### config.mk
export PLATFORM = sky130hd
export DESIGN_NAME = base58_string_decoder_core_flat
export DESIGN_NICKNAME = d
export VERILOG_FILES = /design/src/hdl/b58_pkg.sv /design/src/hdl/b58_in_if.sv /design/src/hdl/b58_out_if.sv /design/src/hdl/b58_accum.sv /design/src/hdl/b58_serialiser.sv /design/src/hdl/base58_string_decoder_core.sv /design/src/flat_wrapper.sv
export SDC_FILE = /design/constraint.sdc
export NUM_CORES = 2
export LEC_CHECK = 0
export BUFFER_PORTS_ARGS = -buffer_cell sky130_fd_sc_hd__buf_2
export CORE_MARGIN = 2
export CORE_UTILIZATION = 55
export CTS_CLUSTER_SIZE = 30
export DETAILED_ROUTE_END_ITERATION = 16
export PLACE_DENSITY = 0.71
export RECOVER_POWER = 25
export SLEW_MARGIN = 15
export SYNTH_ARGS = -nofsm -noshare
export SYNTH_HDL_FRONTEND = slang
export SYNTH_SLANG_ARGS = --single-unit
### constraint.sdc
create_clock -name i_clk -period 8.95 [get_ports i_clk]
set_input_delay 1.79 -clock i_clk [delete_from_list [all_inputs] [get_ports i_clk]]
set_output_delay 1.79 -clock i_clk [all_outputs]
set_load 0.03 [all_outputs]
### src/hdl/b58_pkg.sv
package b58_pkg;

    localparam int OUT_BYTES = 25;
    localparam int ACC_W     = 8 * OUT_BYTES;
    // acc * 58 + digit stays below 2^(ACC_W + 6)
    localparam int PROD_W    = ACC_W + 6;
    localparam int IDX_W     = (OUT_BYTES > 1) ? $clog2(OUT_BYTES) : 1;

    typedef enum logic [1:0] {
        ST_OK       = 2'd0,
        ST_BADCHAR  = 2'd1,
        ST_OVERFLOW = 2'd2
    } t_status;

    typedef struct packed {
        logic       valid;
        logic [5:0] digit;
    } t_digit;

    typedef struct packed {
        logic             valid;
        t_status          status;
        logic [ACC_W-1:0] acc;
    } t_load;

    // alphabet lookup: the digits 1 to 9, then letters without I, O and l
    function automatic t_digit char_to_digit(input logic [7:0] c);
        t_digit d;
        d.valid = 1'b1;
        d.digit = '0;
        if (c inside {[8'h31:8'h39]}) begin
            d.digit = 6'(c - 8'h31);
        end else if (c inside {[8'h41:8'h48]}) begin
            d.digit = 6'(c - 8'h41 + 8'd9);
        end else if (c inside {[8'h4A:8'h4E]}) begin
            d.digit = 6'(c - 8'h4A + 8'd17);
        end else if (c inside {[8'h50:8'h5A]}) begin
            d.digit = 6'(c - 8'h50 + 8'd22);
        end else if (c inside {[8'h61:8'h6B]}) begin
            d.digit = 6'(c - 8'h61 + 8'd33);
        end else if (c inside {[8'h6D:8'h7A]}) begin
            d.digit = 6'(c - 8'h6D + 8'd44);
        end else begin
            d.valid = 1'b0;
        end
        return d;
    endfunction

endpackage

### src/hdl/b58_in_if.sv
interface b58_in_if;
    logic       valid;
    logic       ready;
    logic [7:0] char_code;
    logic       end_of_string;

    modport source (output valid, output char_code, output end_of_string, input ready);
    modport sink   (input valid, input char_code, input end_of_string, output ready);
endinterface

### src/hdl/b58_out_if.sv
interface b58_out_if;
    logic       valid;
    logic       ready;
    logic [7:0] out_byte;
    logic [1:0] status;
    logic       last_byte;

    modport source (output valid, output out_byte, output status, output last_byte,
                    input ready);
    modport sink   (input valid, input out_byte, input status, input last_byte,
                    output ready);
endinterface

### src/hdl/b58_accum.sv
module b58_accum (
    input  logic                     i_clk,
    input  logic                     i_rst_n,
    b58_in_if.sink                   i_in,
    input  logic                     i_load_ok,
    output b58_pkg::t_load           o_load
);

    logic                        r_valid;
    logic [7:0]                  r_char;
    logic                        r_eos;
    logic [b58_pkg::ACC_W-1:0]   r_acc;
    b58_pkg::t_status            r_err;

    logic                        advance;
    b58_pkg::t_digit             dig;
    logic [b58_pkg::PROD_W-1:0]  acc_ext;
    logic [b58_pkg::PROD_W-1:0]  prod;
    logic [b58_pkg::ACC_W-1:0]   n_acc;
    b58_pkg::t_status            n_err;

    assign advance    = r_valid && (!r_eos || i_load_ok);
    assign i_in.ready = !r_valid || advance;

    assign dig     = b58_pkg::char_to_digit(r_char);
    assign acc_ext = b58_pkg::PROD_W'(r_acc);
    // times 58 as 32 + 16 + 8 + 2
    assign prod    = (acc_ext << 5) + (acc_ext << 4) + (acc_ext << 3) + (acc_ext << 1)
                   + b58_pkg::PROD_W'(dig.digit);

    always_comb begin
        n_acc = r_acc;
        n_err = r_err;
        if (r_err == b58_pkg::ST_OK) begin
            if (!dig.valid) begin
                n_err = b58_pkg::ST_BADCHAR;
            end else if (|prod[b58_pkg::PROD_W-1:b58_pkg::ACC_W]) begin
                n_err = b58_pkg::ST_OVERFLOW;
            end else begin
                n_acc = prod[b58_pkg::ACC_W-1:0];
            end
        end
    end

    always_comb begin
        o_load.valid  = advance && r_eos;
        o_load.status = n_err;
        o_load.acc    = (n_err == b58_pkg::ST_OK) ? n_acc : '0;
    end

    always_ff @(posedge i_clk) begin
        if (!i_rst_n) begin
            r_valid <= 1'b0;
            r_acc   <= '0;
            r_err   <= b58_pkg::ST_OK;
        end else begin
            if (i_in.valid && i_in.ready) begin
                r_valid <= 1'b1;
            end else if (advance) begin
                r_valid <= 1'b0;
            end
            if (advance) begin
                if (r_eos) begin
                    r_acc <= '0;
                    r_err <= b58_pkg::ST_OK;
                end else begin
                    r_acc <= n_acc;
                    r_err <= n_err;
                end
            end
        end
    end

    always_ff @(posedge i_clk) begin
        if (i_in.valid && i_in.ready) begin
            r_char <= i_in.char_code;
            r_eos  <= i_in.end_of_string;
        end
    end

    a_clear_after_string: assert property (@(posedge i_clk) disable iff (!i_rst_n)
        o_load.valid |=> (r_acc == '0) && (r_err == b58_pkg::ST_OK))
        else $error("accumulator not cleared after final character");

    a_error_sticky: assert property (@(posedge i_clk) disable iff (!i_rst_n)
        (r_err != b58_pkg::ST_OK) && !(advance && r_eos) |=> r_err == $past(r_err))
        else $error("error code changed within a string");

    a_error_holds_acc: assert property (@(posedge i_clk) disable iff (!i_rst_n)
        (r_err != b58_pkg::ST_OK) && !(advance && r_eos) |=> $stable(r_acc))
        else $error("accumulator moved after an error");

endmodule

### src/hdl/b58_serialiser.sv
module b58_serialiser (
    input  logic                     i_clk,
    input  logic                     i_rst_n,
    input  b58_pkg::t_load           i_load,
    output logic                     o_load_ok,
    b58_out_if.source                o_out
);

    logic                        r_busy;
    logic [b58_pkg::ACC_W-1:0]   r_shift;
    b58_pkg::t_status            r_status;
    logic [b58_pkg::IDX_W-1:0]   r_idx;

    logic                        take;
    logic                        last;

    assign take      = o_out.valid && o_out.ready;
    assign last      = (r_idx == b58_pkg::IDX_W'(b58_pkg::OUT_BYTES - 1));
    assign o_load_ok = !r_busy || (take && last);

    assign o_out.valid     = r_busy;
    assign o_out.out_byte  = r_shift[b58_pkg::ACC_W-1 -: 8];
    assign o_out.status    = 2'(r_status);
    assign o_out.last_byte = last;

    always_ff @(posedge i_clk) begin
        if (!i_rst_n) begin
            r_busy <= 1'b0;
            r_idx  <= '0;
        end else begin
            if (i_load.valid) begin
                r_busy <= 1'b1;
                r_idx  <= '0;
            end else if (take) begin
                if (last) begin
                    r_busy <= 1'b0;
                end else begin
                    r_idx <= r_idx + 1'b1;
                end
            end
        end
    end

    // most significant byte leaves first
    always_ff @(posedge i_clk) begin
        if (i_load.valid) begin
            r_shift  <= i_load.acc;
            r_status <= i_load.status;
        end else if (take) begin
            r_shift <= r_shift << 8;
        end
    end

    a_no_load_when_busy: assert property (@(posedge i_clk) disable iff (!i_rst_n)
        i_load.valid |-> o_load_ok)
        else $error("new value loaded over undelivered bytes");

    a_error_zero_bytes: assert property (@(posedge i_clk) disable iff (!i_rst_n)
        r_busy && (r_status != b58_pkg::ST_OK) |-> o_out.out_byte == 8'd0)
        else $error("nonzero byte with error status");

    a_idle_after_last: assert property (@(posedge i_clk) disable iff (!i_rst_n)
        take && last |=> !r_busy || (r_idx == '0))
        else $error("byte count ran past the final byte");

endmodule

### src/hdl/base58_string_decoder_core.sv
// Base58 decoder: one character is taken per cycle while no final character waits, and each is
// registered at the input and then folded into a 200-bit accumulator (times 58 plus digit).
// The final character of a string hands the value and its status to an output shift
// register, which sends 25 bytes, most significant first, one per cycle while the sink is
// ready; characters of the next string keep flowing in meanwhile, and only a further final
// character waits until the last of the previous 25 bytes is taken. A bad character or an
// overflow makes every byte of that string read zero with a nonzero status.
module base58_string_decoder_core (
    input  logic        i_clk,
    input  logic        i_rst_n,
    b58_in_if.sink      i_in,
    b58_out_if.source   o_out
);

    b58_pkg::t_load     load;
    logic               load_ok;

    b58_accum u_accum (
        .i_clk     (i_clk),
        .i_rst_n   (i_rst_n),
        .i_in      (i_in),
        .i_load_ok (load_ok),
        .o_load    (load)
    );

    b58_serialiser u_serialiser (
        .i_clk     (i_clk),
        .i_rst_n   (i_rst_n),
        .i_load    (load),
        .o_load_ok (load_ok),
        .o_out     (o_out)
    );

endmodule
### src/flat_wrapper.sv
// flat-port wrapper written by rule: the top's interface ports become plain ports
module base58_string_decoder_core_flat 
  (i_clk, i_rst_n, i_in_valid, i_in_char_code, i_in_end_of_string, i_in_ready, o_out_valid, o_out_out_byte, o_out_status, o_out_last_byte, o_out_ready);
  b58_in_if i_in_i ();
  b58_out_if o_out_i ();
  input  logic i_clk;
  input  logic i_rst_n;
  input wire logic [$bits(i_in_i.valid)-1:0] i_in_valid;
  input wire logic [$bits(i_in_i.char_code)-1:0] i_in_char_code;
  input wire logic [$bits(i_in_i.end_of_string)-1:0] i_in_end_of_string;
  output wire logic [$bits(i_in_i.ready)-1:0] i_in_ready;
  output wire logic [$bits(o_out_i.valid)-1:0] o_out_valid;
  output wire logic [$bits(o_out_i.out_byte)-1:0] o_out_out_byte;
  output wire logic [$bits(o_out_i.status)-1:0] o_out_status;
  output wire logic [$bits(o_out_i.last_byte)-1:0] o_out_last_byte;
  input wire logic [$bits(o_out_i.ready)-1:0] o_out_ready;
  assign i_in_i.valid = i_in_valid;
  assign i_in_i.char_code = i_in_char_code;
  assign i_in_i.end_of_string = i_in_end_of_string;
  assign i_in_ready = i_in_i.ready;
  assign o_out_valid = o_out_i.valid;
  assign o_out_out_byte = o_out_i.out_byte;
  assign o_out_status = o_out_i.status;
  assign o_out_last_byte = o_out_i.last_byte;
  assign o_out_i.ready = o_out_ready;
  base58_string_decoder_core u_core (.i_clk(i_clk), .i_rst_n(i_rst_n), .i_in(i_in_i), .o_out(o_out_i));
endmodule
==> results.md <==
| Item | This run |
|---|---|
| Result of the run | finished, violations left |
| Failing checks | capacitance limit, slew limit |
| Asr flop ratio synth | 0% |
| Slowest cell on the critical path | sky130_fd_sc_hd__o311ai_0 |
| Starting density of the core | 55.68% |
| Layout cells sized above 1 | 7.282% |
| Startpoint kind of the worst setup timing path | register |
| Max frequency | 118.7 MHz |
| Crit path setup slack, layout | 526.5 ps |
| Worst slew slack as a fraction of its limit | -132.2% |
| Gp weighted congestion | 1.026 |
| I/O pin cnt | 26 |
| Final layout net count | 5,374 |
| Setup repair after global routing missed its margin | false |
| Vias | 35,905 |
| GRT Overall Usage | 31.55% |
| Maximum capacitance violations | 4 |
| Final Cycle Share | 94.12% |
| Mapped Area | 43,270 sq um |
| Area growth from synthesis to layout | 5.433% |
| CP Class | register to register |
| Global-route wire length before repair | 202.8 mm |
| Wire length per cell | 22.92 um |
| Setup Total Neg Slack | 0 ps |
| GR Overflow Total | 0 |
| Total Wirelength | 128.7 mm |
| Cell row count | 102 |
| Antenna violations before repair | 0 |
| Most instantiated flip-flop cell in the synthesis netlist | sky130_fd_sc_hd__edfxtp_1 |
| Setup-violating endpoint count in the final report | 0 |
| Share of the core filled with cells in the final layout | 58.70% |
| Synth warnings | 0 |
| Slew @ Worst Pin | 3483 ps |
| Arrival time reported for the critical path endpoint | 8880 ps |
| Clk network pwr share | 46.4% |
| Slowest stage delay, CP | 730 ps |
| Area taken by flip-flops and latches | 10,520 sq um |
| Slack of the worst reg-to-reg path | 530 ps |
| VDD IR max | 0.0001547 V |
| Hold Path Class | register to register |
| Crit end category | register |
| Worst clock skew on the final layout | 23.88 ps |
| Count of routing violations after the opening detailed-route iteration | 3,643 |
| CTS sink cnt | 420 |
| Worst EP required | 9410 ps |
| Register area share after synthesis | 24.31% |
| Number of buffers created by CTS | 49 |
| Clock tree from TritonCTS | yes |
| Worst slack on hold paths | 497.4 ps |
| Total of flip-flops plus latches after synthesis | 420 |
| Minimum clock period | 8423 ps |
| Sequential fraction of design power | 47.0% |
| Count of buffers inserted at the top-level ports | 25 |
| Die Outline Area | 80,940 sq um |
| Combinational power share | 6.7% |
| Post-Synthesis Net Count | 5,510 |
| Vertical extent of the die | 284.5 um |
| Number of filler cells placed in the layout | 6,944 |
| First-pass DRT Iterations | 5 |
| Clock-pin slew on the worst setup and hold paths | 70 ps |
| Root buffer cell | sky130_fd_sc_hd__clkbuf_16 |
| Leak pwr | 20.87 nW |
| Antenna-violating nets left | 0 |
| X dimension of the die | 284.5 um |
| Number of DRC violations after detailed routing | 0 |
| Count of distinct cell types in the synthesized netlist | 83 |
| Bufs on Longest Clock Path | 3 |
| Largest net degree at the start of global routing | 124 |
| Total Power Consumption | 0.004488 W |
| HPWL after detailed placement | 102.8 mm |
| Setup WS pre-CTS | 362.2 ps |
| Number of hold-repair buffers added at the cts stage | 0 |
| Drt via density | 6.397 |
| Mean Syn Cell Area | 9.264 sq um |
| Number of standard cells after synthesis | 4,671 |
| Number of global-route vias before repair | 34,996 |
| Std-Cell Core Area | 77,720 sq um |
| Clock latency on the worst-skew pair | 610 ps |
| Cell internal pwr | 0.003340 W |
| H-tree depth | 2 |
| Biggest fanout along the worst timing path | 88 |
| Power density over the cells | 98.38 nW/um^2 |
| Count of pins over their slew limit | 278 |
| Switching share of power | 25.59% |
| Number of flops mapped to enable cells by yosys | 211 |
| Area occupied by multi-input gates | 31,200 sq um |
| Number of hold-slack violations in the final timing report | 0 |
| Total inserted antenna cells | 0 |
| Sw power | 0.001149 W |
per-layer routing:
layer	global-route usage (%)	up-vias	wire (um)
met5	0	-	0
met4	11.12	0	5218
met3	4.559	243	9630
met2	49.37	1431	57770
met1	44.70	17652	56050
li1	-	16579	-
kinds of logic (layout without fill, tap and decap cells):
family | after synthesis | after routing | share of synthesized area [%]
AO/OA/AOI/OAI | 1192 | 1192 | 19.88
XOR/XNOR | 205 | 205 | 4.149
adder cells (fa/ha/maj) | 826 | 826 | 30.82
buffers and inverters | 348 | 250 | 3.629
flip-flops | 420 | 420 | 24.31
multiplexers | 1 | 1 | 0.02313
AND/OR/NAND/NOR | 1679 | 1679 | 17.18
flip-flops by register name (all words and copies together) (netlist names):
register	count
u_core.u_accum.r_acc	200
u_core.u_accum.r_char	8
u_core.u_accum.r_eos	1
u_core.u_accum.r_err	2
u_core.u_accum.r_valid	1
u_core.u_serialiser.o_out.status	2
u_core.u_serialiser.o_out.valid	1
u_core.u_serialiser.r_idx	5
u_core.u_serialiser.r_shift	200
synthesized netlist by cell type, types with 75 or more instances:
cell type	number	share of area [%]
sky130_fd_sc_hd__dfxtp_1	209	9.7
sky130_fd_sc_hd__a21oi_1	361	4.2
sky130_fd_sc_hd__nand3_1	239	2.8
sky130_fd_sc_hd__nand4_1	125	1.8
sky130_fd_sc_hd__inv_1	78	0.68
sky130_fd_sc_hd__edfxtp_1	211	15
sky130_fd_sc_hd__o21ai_0	269	3.1
sky130_fd_sc_hd__o2bb2ai_2	129	4.5
sky130_fd_sc_hd__ha_1	426	12
sky130_fd_sc_hd__nand2_1	871	7.6
sky130_fd_sc_hd__nor2_1	236	2.0
sky130_fd_sc_hd__xnor2_1	130	2.6
sky130_fd_sc_hd__fa_1	400	19
sky130_fd_sc_hd__xor2_1	75	1.5
sky130_fd_sc_hd__clkbuf_1	193	1.7
worst paths after layout:
| kind | end | cells past startpoint | from |
|---|---|---|---|
| max | u_core.u_serialiser.r_shift[106]$_DFFE_PP_ | 31 | u_core.u_accum.r_char[4]$_DFFE_PP_ |
| min | u_core.u_serialiser.r_shift[152]$_DFFE_PP_ | 2 | u_core.u_serialiser.r_shift[144]$_DFFE_PP_ |
| max reg2reg | u_core.u_serialiser.r_shift[106]$_DFFE_PP_ | 31 | u_core.u_accum.r_char[4]$_DFFE_PP_ |
| min reg2reg | u_core.u_serialiser.r_shift[152]$_DFFE_PP_ | 2 | u_core.u_serialiser.r_shift[144]$_DFFE_PP_ |
final cells by class:
class | instances | share of cell area [%]
Multi-Input combinational cell | 3903 | 68.40
Sequential cell | 420 | 23.06
Clock buffer | 63 | 3.146
Tap cell | 1040 | 2.852
Timing Repair Buffer | 82 | 1.453
Inverter | 79 | 0.6609
Clock inverter | 26 | 0.4333
power by group through the flow:
stage	combinational (W)	clock, W	sequential, W
3_3_place_gp	0.000293	0	0.00215
4_1_cts	0.000296	0.00211	0.00210
2_1_floorplan	0.000202	0	0.00214
3_5_place_dp	0.000295	0	0.00215
6_report	0.000300	0.00208	0.00211
5_1_grt	0.000324	0.00218	0.00211
placed cells by master (no fill, tap or decap), types with 14 or more instances in the layout:
cell type	count
sky130_fd_sc_hd__a21boi_0	16
sky130_fd_sc_hd__xor2_1	75
sky130_fd_sc_hd__nor2_1	236
sky130_fd_sc_hd__nand3_1	239
sky130_fd_sc_hd__edfxtp_1	211
sky130_fd_sc_hd__o21bai_1	56
sky130_fd_sc_hd__fa_1	400
sky130_fd_sc_hd__ha_1	426
sky130_fd_sc_hd__xnor2_1	130
sky130_fd_sc_hd__nand2_1	870
sky130_fd_sc_hd__clkbuf_1	18
sky130_fd_sc_hd__and4_1	16
sky130_fd_sc_hd__o211ai_1	18
sky130_fd_sc_hd__clkbuf_16	54
sky130_fd_sc_hd__o21ai_0	268
sky130_fd_sc_hd__and3_1	20
sky130_fd_sc_hd__dfxtp_1	209
sky130_fd_sc_hd__a21oi_1	361
sky130_fd_sc_hd__nand2b_1	16
sky130_fd_sc_hd__and2_1	17
sky130_fd_sc_hd__nor3_1	62
sky130_fd_sc_hd__nor2b_1	18
sky130_fd_sc_hd__a31oi_1	39
sky130_fd_sc_hd__o31ai_1	28
sky130_fd_sc_hd__a211oi_1	14
sky130_fd_sc_hd__o2bb2ai_2	129
sky130_fd_sc_hd__o22ai_2	21
sky130_fd_sc_hd__o2bb2ai_1	19
sky130_fd_sc_hd__nand4_1	125
sky130_fd_sc_hd__nor4_1	16
sky130_fd_sc_hd__inv_1	78
sky130_fd_sc_hd__buf_4	45
sky130_fd_sc_hd__o21a_1	33
sky130_fd_sc_hd__a21o_1	74
metrics by stage:
step	instance area (sq um)	cells
after floorplan	43270	4671
after global placement	43990	5518
after detailed placement	43990	5518
after CTS	45620	5607
after global routing	45620	5613
final	45620	5613
worst max-delay path: cells and delay by family, from the launching register on:
family / cells / cell delay, ps
compound gates: 12 / 3510
fa+ha+maj: 5 / 1600
buf+inv: 6 / 980
flops: 1 / 500
simple gates: 8 / 1520
repair_timing:
item | 4_1_cts | 5_1_grt
setup buffers | 0 | 6
setup endpoints to repair | 0 | 367
resized for setup | 0 | 3
No activity file was read; power rests on OpenSTA's default activity.
